<file path="src/hdl/mspd_pkg.sv">
// ----------------------------------------------------------------------------
// MSP deframer package
// Shared widths, result word layout, result kinds and the CRC-8 update.
// ----------------------------------------------------------------------------
package mspd_pkg;

  localparam int LEN_WIDTH_DEF = 16;
  localparam int CODE_W        = 16;
  localparam int SIZE_W        = 16;

  localparam logic [7:0] CHAR_START = 8'h24;  // '$'
  localparam logic [7:0] CHAR_V1    = 8'h4D;  // 'M'
  localparam logic [7:0] CHAR_V2    = 8'h58;  // 'X'
  localparam logic [7:0] CHAR_LT    = 8'h3C;  // '<'
  localparam logic [7:0] CHAR_GT    = 8'h3E;  // '>'
  localparam logic [7:0] CRC_POLY   = 8'hD5;

  localparam logic [1:0] KIND_DATA = 2'd0;
  localparam logic [1:0] KIND_GOOD = 2'd1;
  localparam logic [1:0] KIND_BAD  = 2'd2;

  typedef struct packed {
    logic [1:0]        kind;
    logic [7:0]        data_byte;
    logic              frame_version;
    logic [CODE_W-1:0] command_code;
    logic [SIZE_W-1:0] payload_size;
    logic [7:0]        received_check;
    logic [7:0]        computed_check;
  } mspd_result_t;

  function automatic logic [7:0] crc8_update(input logic [7:0] crc, input logic [7:0] b);
    logic [7:0] c;
    c = crc ^ b;
    for (int k = 0; k < 8; k++) begin
      c = c[7] ? ((c << 1) ^ CRC_POLY) : (c << 1);
    end
    return c;
  endfunction

endpackage

</file>
<file path="src/hdl/mspd_in_stage.sv">
// ----------------------------------------------------------------------------
// MSP deframer input stage
// Registers one received word and releases it when the decoder consumes it.
// ----------------------------------------------------------------------------
module mspd_in_stage (
  input  logic       clk,
  input  logic       rst_n,
  input  logic       in_valid,
  output logic       in_ready,
  input  logic [7:0] in_rx_byte,
  input  logic       take_i,
  output logic       valid_o,
  output logic [7:0] byte_o
);

  logic       valid_r;
  logic [7:0] byte_r;

  assign in_ready = !valid_r || take_i;
  assign valid_o  = valid_r;
  assign byte_o   = byte_r;

  always_ff @(posedge clk) begin
    if (!rst_n) begin
      valid_r <= 1'b0;
    end else if (in_ready) begin
      valid_r <= in_valid;
    end
  end

  always_ff @(posedge clk) begin
    if (in_valid && in_ready) begin
      byte_r <= in_rx_byte;
    end
  end

endmodule

</file>
<file path="src/hdl/mspd_decoder.sv">
// ----------------------------------------------------------------------------
// MSP deframer decoder
// Frame state machine, header capture and running XOR / CRC-8 check.
// ----------------------------------------------------------------------------
module mspd_decoder #(
  parameter int LENGTH_WIDTH = mspd_pkg::LEN_WIDTH_DEF
) (
  input  logic                 clk,
  input  logic                 rst_n,
  input  logic                 step_i,
  input  logic [7:0]           byte_i,
  output logic                 has_res_o,
  output mspd_pkg::mspd_result_t res_o
);
  import mspd_pkg::*;

  typedef enum logic [2:0] {
    PH_IDLE    = 3'd0,
    PH_START   = 3'd1,
    PH_VERSION = 3'd2,
    PH_HEADER  = 3'd3,
    PH_PAYLOAD = 3'd4,
    PH_CHECK   = 3'd5
  } phase_t;

  phase_t                  phase_r, phase_nxt;
  logic                    version_r, version_nxt;
  logic [2:0]              hidx_r, hidx_nxt;
  logic [LENGTH_WIDTH-1:0] len_r, len_nxt;
  logic [CODE_W-1:0]       cmd_r, cmd_nxt;
  logic [LENGTH_WIDTH-1:0] seen_r, seen_nxt;
  logic [7:0]              check_r, check_nxt;

  logic [7:0]              check_upd;
  logic [LENGTH_WIDTH-1:0] seen_inc;
  logic [LENGTH_WIDTH-1:0] len_v2;

  assign check_upd = version_r ? crc8_update(check_r, byte_i) : (check_r ^ byte_i);
  assign seen_inc  = seen_r + 1'b1;
  assign len_v2    = LENGTH_WIDTH'({byte_i, len_r[7:0]});

  always_comb begin
    phase_nxt   = phase_r;
    version_nxt = version_r;
    hidx_nxt    = hidx_r;
    len_nxt     = len_r;
    cmd_nxt     = cmd_r;
    seen_nxt    = seen_r;
    check_nxt   = check_r;
    has_res_o   = 1'b0;
    res_o.kind           = KIND_DATA;
    res_o.data_byte      = 8'd0;
    res_o.frame_version  = version_r;
    res_o.command_code   = cmd_r;
    res_o.payload_size   = SIZE_W'(len_r);
    res_o.received_check = 8'd0;
    res_o.computed_check = 8'd0;
    unique case (phase_r)
      PH_START: begin
        if (byte_i == CHAR_V1) begin
          version_nxt = 1'b0;
          phase_nxt   = PH_VERSION;
        end else if (byte_i == CHAR_V2) begin
          version_nxt = 1'b1;
          phase_nxt   = PH_VERSION;
        end else begin
          phase_nxt = PH_IDLE;
        end
      end
      PH_VERSION: begin
        if (byte_i == CHAR_LT || byte_i == CHAR_GT) begin
          phase_nxt = PH_HEADER;
          hidx_nxt  = 3'd0;
          len_nxt   = '0;
          cmd_nxt   = '0;
          seen_nxt  = '0;
          check_nxt = 8'd0;
        end else begin
          phase_nxt = PH_IDLE;
        end
      end
      PH_HEADER: begin
        check_nxt = check_upd;
        if (!version_r) begin
          if (hidx_r == 3'd0) begin
            len_nxt  = LENGTH_WIDTH'(byte_i);
            hidx_nxt = 3'd1;
          end else begin
            cmd_nxt   = CODE_W'(byte_i);
            seen_nxt  = '0;
            phase_nxt = (len_r == '0) ? PH_CHECK : PH_PAYLOAD;
          end
        end else begin
          unique case (hidx_r)
            3'd0: hidx_nxt = 3'd1;
            3'd1: begin
              cmd_nxt  = CODE_W'(byte_i);
              hidx_nxt = 3'd2;
            end
            3'd2: begin
              cmd_nxt  = {byte_i, cmd_r[7:0]};
              hidx_nxt = 3'd3;
            end
            3'd3: begin
              len_nxt  = LENGTH_WIDTH'(byte_i);
              hidx_nxt = 3'd4;
            end
            default: begin
              len_nxt   = len_v2;
              seen_nxt  = '0;
              phase_nxt = (len_v2 == '0) ? PH_CHECK : PH_PAYLOAD;
            end
          endcase
        end
      end
      PH_PAYLOAD: begin
        check_nxt       = check_upd;
        seen_nxt        = seen_inc;
        if (seen_inc == len_r) phase_nxt = PH_CHECK;
        has_res_o       = 1'b1;
        res_o.data_byte = byte_i;
      end
      PH_CHECK: begin
        has_res_o            = 1'b1;
        res_o.kind           = (byte_i == check_r) ? KIND_GOOD : KIND_BAD;
        res_o.received_check = byte_i;
        res_o.computed_check = check_r;
        phase_nxt            = PH_IDLE;
      end
      default: begin
        phase_nxt = (byte_i == CHAR_START) ? PH_START : PH_IDLE;
      end
    endcase
  end

  always_ff @(posedge clk) begin
    if (!rst_n) begin
      phase_r   <= PH_IDLE;
      version_r <= 1'b0;
      hidx_r    <= 3'd0;
      len_r     <= '0;
      cmd_r     <= '0;
      seen_r    <= '0;
      check_r   <= 8'd0;
    end else if (step_i) begin
      phase_r   <= phase_nxt;
      version_r <= version_nxt;
      hidx_r    <= hidx_nxt;
      len_r     <= len_nxt;
      cmd_r     <= cmd_nxt;
      seen_r    <= seen_nxt;
      check_r   <= check_nxt;
    end
  end

endmodule

</file>
<file path="src/hdl/mspd_out_stage.sv">
// ----------------------------------------------------------------------------
// MSP deframer output stage
// Result register; holds a word until the consumer takes it.
// ----------------------------------------------------------------------------
module mspd_out_stage (
  input  logic                   clk,
  input  logic                   rst_n,
  input  logic                   load_i,
  input  mspd_pkg::mspd_result_t res_i,
  output logic                   free_o,
  output logic                   out_valid,
  input  logic                   out_ready,
  output mspd_pkg::mspd_result_t res_o
);
  import mspd_pkg::*;

  logic         valid_r;
  mspd_result_t res_r;

  assign free_o    = !valid_r || out_ready;
  assign out_valid = valid_r;
  assign res_o     = res_r;

  always_ff @(posedge clk) begin
    if (!rst_n) begin
      valid_r <= 1'b0;
    end else if (load_i) begin
      valid_r <= 1'b1;
    end else if (out_ready) begin
      valid_r <= 1'b0;
    end
  end

  always_ff @(posedge clk) begin
    if (load_i) begin
      res_r <= res_i;
    end
  end

endmodule

</file>
<file path="src/hdl/msp_frame_deframer.sv">
// ----------------------------------------------------------------------------
// MSP frame deframer
// Recognizes MSPv1 and MSPv2 frames in a received byte stream.
// ----------------------------------------------------------------------------
// Accepts received bytes and streams each payload byte out as a data word,
// followed by one end word per frame that carries the command or function,
// declared size, received and computed check and the good/bad verdict (XOR
// for v1, CRC-8 poly 0xD5 for v2). It takes one byte per clock, sustained,
// while no untaken word blocks the result register. A byte goes from the
// input register through the decoder into the result register; one that
// yields a word waits in the input register while the result register is blocked.
// Header bytes produce no word. A bad header byte drops back to idle and is
// not taken as a new start. There is no clearing pass after reset.
module msp_frame_deframer #(
  parameter int LENGTH_WIDTH = mspd_pkg::LEN_WIDTH_DEF
) (
  input  logic                        clk,
  input  logic                        rst_n,
  input  logic                        in_valid,
  output logic                        in_ready,
  input  logic [7:0]                  in_rx_byte,
  output logic                        out_valid,
  input  logic                        out_ready,
  output logic [1:0]                  out_kind,
  output logic [7:0]                  out_data_byte,
  output logic                        out_frame_version,
  output logic [mspd_pkg::CODE_W-1:0] out_command_code,
  output logic [mspd_pkg::SIZE_W-1:0] out_payload_size,
  output logic [7:0]                  out_received_check,
  output logic [7:0]                  out_computed_check
);
  import mspd_pkg::*;

  logic         s1_valid;
  logic [7:0]   s1_byte;
  logic         take;
  logic         has_res;
  logic         out_free;
  mspd_result_t dec_res;
  mspd_result_t out_res;

  assign take = s1_valid && (!has_res || out_free);

  mspd_in_stage u_in (
    .clk        (clk),
    .rst_n      (rst_n),
    .in_valid   (in_valid),
    .in_ready   (in_ready),
    .in_rx_byte (in_rx_byte),
    .take_i     (take),
    .valid_o    (s1_valid),
    .byte_o     (s1_byte)
  );

  mspd_decoder #(
    .LENGTH_WIDTH (LENGTH_WIDTH)
  ) u_dec (
    .clk       (clk),
    .rst_n     (rst_n),
    .step_i    (take),
    .byte_i    (s1_byte),
    .has_res_o (has_res),
    .res_o     (dec_res)
  );

  mspd_out_stage u_out (
    .clk       (clk),
    .rst_n     (rst_n),
    .load_i    (take && has_res),
    .res_i     (dec_res),
    .free_o    (out_free),
    .out_valid (out_valid),
    .out_ready (out_ready),
    .res_o     (out_res)
  );

  assign out_kind           = out_res.kind;
  assign out_data_byte      = out_res.data_byte;
  assign out_frame_version  = out_res.frame_version;
  assign out_command_code   = out_res.command_code;
  assign out_payload_size   = out_res.payload_size;
  assign out_received_check = out_res.received_check;
  assign out_computed_check = out_res.computed_check;

  a_data_no_check: assert property (@(posedge clk) disable iff (!rst_n)
    out_valid && out_kind == KIND_DATA |-> out_received_check == 8'd0 &&
    out_computed_check == 8'd0)
    else $error("data word carries check bytes");

  a_end_no_data: assert property (@(posedge clk) disable iff (!rst_n)
    out_valid && out_kind != KIND_DATA |-> out_data_byte == 8'd0)
    else $error("end word carries a data byte");

  a_stall_held: assert property (@(posedge clk) disable iff (!rst_n)
    !in_ready |-> s1_valid && has_res && out_valid && !out_ready)
    else $error("input stalled without a blocked result");

  a_reset_empty: assert property (@(posedge clk)
    $past(!rst_n) |-> !out_valid && !s1_valid)
    else $error("pipeline not empty after reset");

endmodule

</file>
<file path="config.mk">
export PLATFORM = sky130hd
export DESIGN_NAME = msp_frame_deframer
export DESIGN_NICKNAME = d
export VERILOG_FILES = /design/src/hdl/mspd_pkg.sv /design/src/hdl/mspd_in_stage.sv /design/src/hdl/mspd_decoder.sv /design/src/hdl/mspd_out_stage.sv /design/src/hdl/msp_frame_deframer.sv
export SDC_FILE = /design/constraint.sdc
export NUM_CORES = 1
export LEC_CHECK = 0
export ABC_AREA = 1
export BUFFER_PORTS_ARGS = -buffer_cell sky130_fd_sc_hd__buf_2
export CAP_MARGIN = 20
export CORE_MARGIN = 2
export CORE_UTILIZATION = 58
export CTS_BUF_LIST = sky130_fd_sc_hd__clkbuf_16
export CTS_CLUSTER_SIZE = 30
export DETAILED_ROUTE_END_ITERATION = 16
export GPL_TIMING_DRIVEN = 1
export PLACE_DENSITY = 0.88
export SLEW_MARGIN = 20
export SYNTH_ARGS = -nofsm -noshare
export SYNTH_HDL_FRONTEND = slang
export SYNTH_SLANG_ARGS = --single-unit
</file>
<file path="constraint.sdc">
create_clock -name clk -period 3.1 [get_ports clk]
set_clock_uncertainty 0.05 [all_clocks]
set_input_delay 0.62 -clock clk [delete_from_list [all_inputs] [get_ports clk]]
set_output_delay 0.62 -clock clk [all_outputs]
set_load 0.02 [all_outputs]
</file>
## Yosys cells after proc, flatten, opt, wreduce, memory -nomap -nowiden

Index checks and enable logic that the tools add are counted.

| word-level totals | value |
|---|---|
| bits in registers | 132 |
| input bits | 12 |
| word-level logic and storage cells | 132 |

| operators by class | value |
|---|---|
| $add $sub $neg | 1 |
| equality and inequality tests | 26 |
| muxes and demuxes | 46 |
| bitwise operators | 9 |
| reductions and logical operators | 31 |

Operators by type and width:

| cell | number |
|---|---|
| 16-bit two-way mux | 8 |
| 16-bit case mux with 2 select lines | 4 |
| 8-bit two-way mux | 10 |
| 16-bit case mux with 3 select lines | 1 |
| 5-bit inverter | 8 |
| 16-bit zero test | 2 |
| 8-bit by 6-bit equality test with 1-bit output (second input constant) | 3 |
| 3-bit two-way mux | 8 |
| 5-bit AND reduction | 4 |
| 16-bit by 1-bit adder with 16-bit output (second input constant) | 1 |
| 16-bit equality test | 1 |
| 8-bit by 7-bit equality test with 1-bit output (second input constant) | 2 |
| 8-bit case mux with 2 select lines | 1 |
| 3-bit inequality test (second input constant) | 5 |
| 3-bit case mux with 5 select lines | 1 |
| 3-bit by 2-bit equality test with 1-bit output (second input constant) | 4 |
| 3-bit case mux with 4 select lines | 1 |
| 6-bit AND reduction | 2 |
| 8-bit equality test | 1 |
| 1-bit two-way mux | 8 |
| 2-bit nonzero test | 4 |
| 8-bit XOR | 1 |
| 3-bit by 1-bit equality test with 1-bit output (second input constant) | 2 |
| 3-bit equality test (second input constant) | 2 |
| other kinds (17) | 29 |

## Logic depth before layout (Yosys ltp)

Gate-level depths: netlist (run 1).

| logic depth | value |
|---|---|
| word-level depth | 19 |
| depth in mapped cells | 18 |

## By module

A second synthesis (run 1) with hierarchy kept.

| second synthesis, totals | value |
|---|---|
| cell total of the unflattened synthesis | 752 |
| area total of the unflattened synthesis | 6277.3 µm² |

Modules (own cells, without submodules):

| module | instances | cells an instance | area an instance (µm²) | seq. area each (µm²) |
|---|---|---|---|---|
| mspd_decoder | 1 | 667 | 4142.7 | 1261.2 |
| mspd_out_stage | 1 | 65 | 1818.0 | 1791.7 |
| mspd_in_stage | 1 | 15 | 291.5 | 260.2 |
| msp_frame_deframer | 1 | 5 | 25.0 | 0.0 |

## Least setup slack after synthesis (run 1)

No wires, ideal clock.

| timing path | value |
|---|---|
| path type | in2reg |
| from | in out_ready |
| to | reg u_out.res_r, in the netlist u_out.res_o[0] (enable) |
| setup time | 0.414 ns |
| arrival time | 2.095 ns |
| data required time | 2.636 ns |
| slack | 0.541 ns |
| cell stages on the path | 6 |
| path buffers | 0 |
| path through | nor2_1 nand2_1 inv_2 nor2_4 nand2_1 inv_1 |

| on the way | value |
|---|---|
| cells in the longest elaborated chain, start to end | 4 |

RTL lines:

| item | RTL line | text |
|---|---|---|
| start, declared | msp_frame_deframer.sv:23 | `input logic out_ready,` |
| 1-bit logical OR | mspd_out_stage.sv:20 | `assign free_o = !valid_r \|\| out_ready;` |
| 1-bit logical OR | msp_frame_deframer.sv:42 | `assign take = s1_valid && (!has_res \|\| out_free);` |
| 1-bit logical AND | msp_frame_deframer.sv:42 |  |
| 1-bit logical AND | msp_frame_deframer.sv:69 | `.load_i (take && has_res),` |
| net u_out.load_i | mspd_out_stage.sv:8 | `input logic load_i,` |
| end signal, assigned | mspd_out_stage.sv:36 | `res_r <= res_i;` |
| end, declared | mspd_out_stage.sv:18 | `mspd_result_t res_r;` |

The timed path passes the listed nets, and every way through them passes these cells.
A chain may end at the register's enable or synchronous reset.

## Final worst setup path (run 1)

| timing path | value |
|---|---|
| from | reg u_in.byte_r[3], in the netlist u_in.byte_o[3] |
| to | reg u_dec.len_r[4] |

| on the way | value |
|---|---|
| cells in the longest elaborated chain, start to end | 4 |

RTL lines:

| item | RTL line | text |
|---|---|---|
| start, declared | mspd_in_stage.sv:17 | `logic [7:0] byte_r;` |
| start signal, assigned | mspd_in_stage.sv:33 | `byte_r <= in_rx_byte;` |
| 8-bit by 6-bit equality test with 1-bit output | mspd_decoder.sv:71 | `if (byte_i == CHAR_LT \|\| byte_i == CHAR_GT) begin` |
| 1-bit logical OR * | mspd_decoder.sv:71 |  |
| 2-bit by 1-bit inequality test with 1-bit output (no line) * | n/a |  |
| 6-bit AND reduction (no line) * | n/a |  |
| end signal, assigned | mspd_decoder.sv:149 | `len_r <= len_nxt;` |
| end, declared | mspd_decoder.sv:29 | `logic [LENGTH_WIDTH-1:0] len_r, len_nxt;` |

Mark *: on every way between the ends. The rest lies on a longest branch, timed or not.

==> reports/qor.yml, run 1 <==
drv_cap: 0
hold_viol: 0
max_stage_delay_ns: 0.65
cts_setup_buffers: 0
fmax_mhz: 398
synth-main-ff-cell: "edfxtp_1"
ios: 73
critPathLaunchType: "register"
cp.required_ns: 3.38
setup-tns-final_ns: 0
p_leak_nw: 2.84
routed_wl_mm: 14.9
tightest_slew_ns: 0.680
regArea_um2: 3310
async_flop_share_pct: 0
setup_viol: 0
finalNonFillerCells: 963
antenna_found_initial: 0
yosys_register_bits: 132
outcome: "finished clean"
yosysTopAreaCell: "edfxtp_1"
netlist_top_cells_area: "edfxtp_1 33%, dfxtp_1 21%, nand2_1 11%"
cp_max_fo: 15
syn_inst: 742
vias_per_cell: 5.63
drc_errors: 0
gp_congestion: 0.974
placed_area_um2: 6620
port_buffers: 72
cts.sinks: 132
core-area_um2: 10300
rows: 37
seqPwrFrac_pct: 46.3
grt_pass1_vias: 4883
clockPowerShare_pct: 47.2
postSynthNetCount: 756
fin_total_pwr_w: 0.00407
drt_pass1_iterations: 5
p_per_area_nw_per_um2: 565
endpoint_kind: "register"
rsz0062_at_grt: "false"
yosysTopAreaCellShare_pct: 32.6
nets: 828
drive_gt1_share_pct: 16.8
crit_chain: "nand2_1 > nor2_1 > nand4_1 > a21oi_2 > nand2_1 > nor2_1 > o21ai_2 > inv_2 > nand4_1 > a21oi_1"
clock_latency_ns: 0.42
postCtsHoldBufs: 0
initial_core_util_pct: 59.8
antenna_left: 0
num_vias: 5426
synth_cell_types: 40
worst-setup-path-type: "register to register"
p_int_w: 0.00308
fin_crit_sh_pct: 81.1
ys_top_cells_by_count: "186 x nand2_1, 79 x nor2_1, 73 x inv_1"
grt_max_degree: 51
post-dp-hpwl_mm: 9.88
grt_use_total_pct: 27.1
dieArea_um2: 11500
initialDrtViolationCount: 481
sw_frac_of_total_pct: 24.2
hp-class: "input port to register"
clkTransAtPathRegs_ns: 0.06
whs_ns: 0.330
grt_overflow: 0
ir_drop_mv: 0.403
avgSynthCellArea_um2: 8.31
arrival_ns: 2.80
area_growth_pct: 16.7
slew_headroom_pct: 54.6
syn-cell-area_um2: 6170
wl_per_cell_um: 15.4
maxSlewViolCount: 0
p_comb_share_pct: 6.5
p_switching_w: 0.000986
period_minus_slack_ns: 2.51
yosys_warnings: 0
yosysSeqAreaShare_pct: 53.7
numCtsBuffers: 17
grt_pass1_wl_mm: 23.9
cp_slowest_cell: "edfxtp_1"
num_antenna_cells: 0
stdcell_area_um2: 7200
multi_input_area_um2: 2410
filler_cell_count: 806
dp_cells: 931
tritoncts: "yes"
cts-resized-gates: 0
cts_max_level: 4
synth_most_common_cell: "nand2_1"
clockBufferDepth: 2
synth-edff-count: 67
die_w_um: 107
chipHeight_um: 107
clock-root-buffer: "clkbuf_16"
## routing by layer
metal  share of wire [%]  track usage (%)  wire length (um)  vias to the layer above
met5                   0                0                 0                        -
met4                 3.0             12.1               450                        0
met3                 8.9             6.08              1330                       43
met2                  46             43.6              6880                      274
met1                  42             35.1              6190                     2483
li1                    -                -                 -                     2626
## final timing paths
path | from | endpoint | slack (ns) | cells after the start
worst min register to register | u_dec.cmd_r[8] | u_out.res_o[40] | 0.38 | 0
worst max-delay path | u_in.byte_o[3] | u_dec.len_r[4] | 0.59 | 10
worst min-delay path | in_rx_byte[1] | u_in.byte_o[1] | 0.33 | 1
worst max register to register | u_in.byte_o[3] | u_dec.len_r[4] | 0.59 | 10
## layout by cell type (no fill, tap or decap), types with 2 or more instances in the layout
master / instances
nand2_1: 186
nor2_1: 79
inv_1: 73
buf_2: 72
a21oi_1: 71
edfxtp_1: 67
dfxtp_1: 65
nand3_1: 49
nand4_1: 29
clkbuf_16: 18
inv_2: 14
o21ai_0: 14
nor3_1: 13
xnor2_1: 8
xor2_1: 7
nor4_1: 6
nand2_2: 5
nand3b_1: 5
a31oi_1: 4
clkinv_4: 4
clkinvlp_4: 3
inv_6: 3
buf_4: 3
o21ai_1: 2
o21bai_1: 2
or2_2: 2
o21ai_2: 2
xor2_2: 2
ha_1: 2
clkinv_2: 2
## critical path: cells and delay by family, from the launching register on
kind            cells  cell delay, ns
compound gates      3            0.60
flops               1            0.65
simple gates        6            0.83
buf+inv             1            0.30
## power groups by stage
stage	Clock (W)	Sequential [W]	Combinational [W]
2_1_floorplan	0	0.00190	0.000207
3_3_place_gp	0	0.00192	0.000255
3_5_place_dp	0	0.00192	0.000256
4_1_cts	0.00194	0.00188	0.000259
5_1_grt	0.00202	0.00188	0.000294
6_report	0.00192	0.00188	0.000263
## flip-flops by register name, summed over array words and instances (netlist names)
register and cells:
u_out.out_valid 1, u_in.byte_o 8, u_out.res_o 59, u_dec.len_r 16, u_dec.hidx_r 3, u_in.valid_o 1, u_dec.seen_r 16, u_dec.check_r 8
u_dec.phase_r 3, u_dec.cmd_r 16, u_dec.version_r 1
## metrics by stage
step	utilization, %	worst slack [ns]
final	69.7	0.587
after global routing	69.7	0.365
after CTS	69.7	0.671
after detailed placement	64.1	0.728
after global placement	64.1	0.772
after floorplan	-	0.541
## area by class of cell
cell class	instances	area share [%]
Clock buffer	18	6.26
Sequential cell	132	46.0
Clock inverter	14	1.77
Timing Repair Buffer	76	5.60
Multi-Input combinational cell	500	33.5
Inverter	87	4.54
Tap cell	136	2.36
## cell families after synthesis
logic type,share of synthesized area [%]
and+or+nand+nor,26.7
DFF,53.7
buffers and inverters,7.24
AOI/OAI and AO/OA,9.03
xor gates and xnor gates,2.92
adders and majority gates,0.406
Note: power is estimated with default switching activity, not from simulation.
==> inputs of run 2 (changes only) <==
CORE_UTILIZATION = 53   (was 58)
PLACE_DENSITY = 0.85   (was 0.88)
clock period = 2.2 ns   (was 3.1 ns; I/O delays follow)
==> run 2 against run 1 <==
The flow now finishes with violations (setup timing). Register-to-register slack lost 0.67 ns. Power is 46% higher. Critical path depth rose by 1. Via count up 3.8%. Final area increased by 6.4%. Die area up 9.1%. Sequential power up 40%. Non-clock buffer count is 37 higher. Sequential share of layout area shrank 2.7 points.
==> reports/qor.yml, run 2 (same netlist as run 1, synthesis figures left out) <==
core-area_um2: 11400  # +10%
setup_viol: 3  # +3
dieArea_um2: 12500  # +9.1%
period_minus_slack_ns: 2.29  # -0.226 ns
rr_endpoint: "u_dec.check_r[0]"
cts.sinks: 132  # unchanged
max_stage_delay_ns: 0.49  # -0.16 ns
dp_cells: 958  # +2.9%
fin_total_pwr_w: 0.00595  # +46%
critPathLaunchType: "register"
post-dp-hpwl_mm: 10.1  # +2.8%
drv_cap: 0  # unchanged
clockBufferDepth: 2  # unchanged
whs_path_depth: 1  # unchanged
p_leak_nw: 3.05  # +7.2%
crit_chain: "xnor2_2 > ha_4 > xor2_2 > xor2_2 > buf_4 > nand2_4 > nand2_2 > nand2_1 > nand3_1 > nand2_1 > a21oi_1"
maxSlewViolCount: 0  # unchanged
cp.required_ns: 2.48  # -0.90 ns
r2r_cells: 11  # +1
arrival_ns: 2.57  # -0.23 ns
hold_viol: 0  # unchanged
grt_pass1_wl_mm: 24.0  # +0.46%
cp_num_buf_inv: 1  # unchanged
filler_cell_count: 881  # +9.3%
timing.final.ws_setup_ns: -0.0868  # -0.674 ns
whs_endpoint: "u_in.byte_o[3]"
antenna_found_initial: 0  # unchanged
r2r_start: "u_in.byte_o[6]"
cts_max_level: 4  # unchanged
wl_per_cell_um: 15.4  # +0.13%
num_vias: 5630  # +3.8%
area_growth_pct: 24.2
fin_crit_sh_pct: 104  # +23 points
ir_drop_mv: 0.752  # +87%
grt_overflow: 0  # unchanged
hp-class: "input port to register"
initial_core_util_pct: 54.3  # -5.5 points
largest_reg_flops: 59  # unchanged
place_ws_ns: -0.00845  # -0.736 ns
cp_slowest_cell: "edfxtp_1"
p_per_area_nw_per_um2: 777  # +37%
chipHeight_um: 112  # +4.4%
die_w_um: 112  # +4.4%
vias_per_cell: 5.59  # -0.77%
drive_gt1_share_pct: 24.5  # +7.7 points
gp_congestion: 0.922  # -5.4%
outcome: "finished, violations left"
final_util_pct: 67.4  # -2.3 points
finalNonFillerCells: 1007  # +4.6%
setup-tns-final_ns: -0.112  # -0.112 ns
final_common_cell: "nand2_1"
drc_errors: 0  # unchanged
cp_max_fo: 4  # -11
numCtsBuffers: 17  # unchanged
antenna_left: 0  # unchanged
violations: "setup timing"
ios: 73  # unchanged
endpoint_kind: "register"
clock-root-buffer: "clkbuf_16"
grt_use_total_pct: 24.1  # -3.0 points
postCtsHoldBufs: 0  # unchanged
grt_pass1_vias: 4928  # +0.92%
fmax_mhz: 437  # +9.9%
r2r_setup_slack_ns: -0.09  # -0.67 ns
slew_headroom_pct: 58.4  # +3.8 points
clkTransAtPathRegs_ns: 0.07  # about the same
clock_latency_ns: 0.42  # about the same
cpLargestDelayFamily: "XOR/XNOR gates"
port_buffers: 72  # unchanged
nets: 865  # +4.5%
rsz0062_at_grt: "true"
worst-setup-path-type: "register to register"
grt_max_degree: 47  # -7.8%
tritoncts: "yes"
min-delay-start: "in_rx_byte[3]"
rows: 39  # +5.4%
drt_pass1_iterations: 5  # unchanged
tightest_slew_ns: 0.623  # -0.0572 ns
layout_common_cells: "179 x nand2_1, 73 x nor2_1, 72 x buf_2"
initialDrtViolationCount: 547  # +14%
routed_wl_mm: 15.6  # +4.7%
num_antenna_cells: 0  # unchanged
==> run 2: changes by cell type in the layout (fill, tap and decap cells not counted), sizes merged <==
cell	before	now
buf	76	113
bufinv	1	2
inv	90	89
clkinvlp	3	6
clkbuf	18	17
clkinv	7	5
==> run 2: final cells by class <==
type	count	area [um2]	share of cell area (%)
Clock buffer	17	425	5.55
Clock inverter	15	155	2.02
Inverter	87	342	4.46
Multi-Input combinational cell	500	2560	33.4
Sequential cell	132	3320	43.4
Tap cell	143	179	2.34
Timing Repair Buffer	113	681	8.88
==> run 2: worst max path at each step <==
stage	startpoint	to	slack [ns]	cells past startpoint
after floorplan	u_out.out_valid	u_out.res_o[0]	0.04	7
after global placement	u_dec.seen_r[0]	u_dec.phase_r[1]	0.07	18
final	u_in.byte_o[6]	u_dec.check_r[0]	-0.09	11
after CTS	u_in.byte_o[6]	u_dec.check_r[3]	0.02	8
after global routing	u_in.byte_o[7]	u_dec.check_r[0]	-0.17	12
after detailed placement	u_in.byte_o[6]	u_dec.check_r[5]	-0.008	11
==> run 2: power by group <==
group / leakage [nW] / internal (W) / switching [W]
Combinational: 1.59 / 0.000201 / 0.000342
Clock: 0.276 / 0.00167 / 0.00110
Sequential: 1.18 / 0.00260 / 0.0000325
==> run 2: routing by layer <==
metal	share of wire [%]	wire length (um)	global-route usage, %	up-vias
li1	-	-	-	2704
met1	41	6370	31.5	2634
met2	49	7630	39.6	242
met3	7.2	1120	6.42	50
met4	2.8	433	7.33	0
met5	0	0	0	-
==> run 2: repair_timing <==
action                     4_1_cts  5_1_grt
pin swaps                        0       12
setup buffers                    1       16
gates resized for setup          1       45
hold endpoints to repair         0        0
setup endpoints to repair        3       50
==> run 2: stage by stage <==
step	hold slack, ns	instance area, um2
CTS	0.133	7360
global placement	0.361	6770
floorplan	0.359	6170
finish	0.147	7660
detailed placement	0.367	6770
global route	0.135	7660
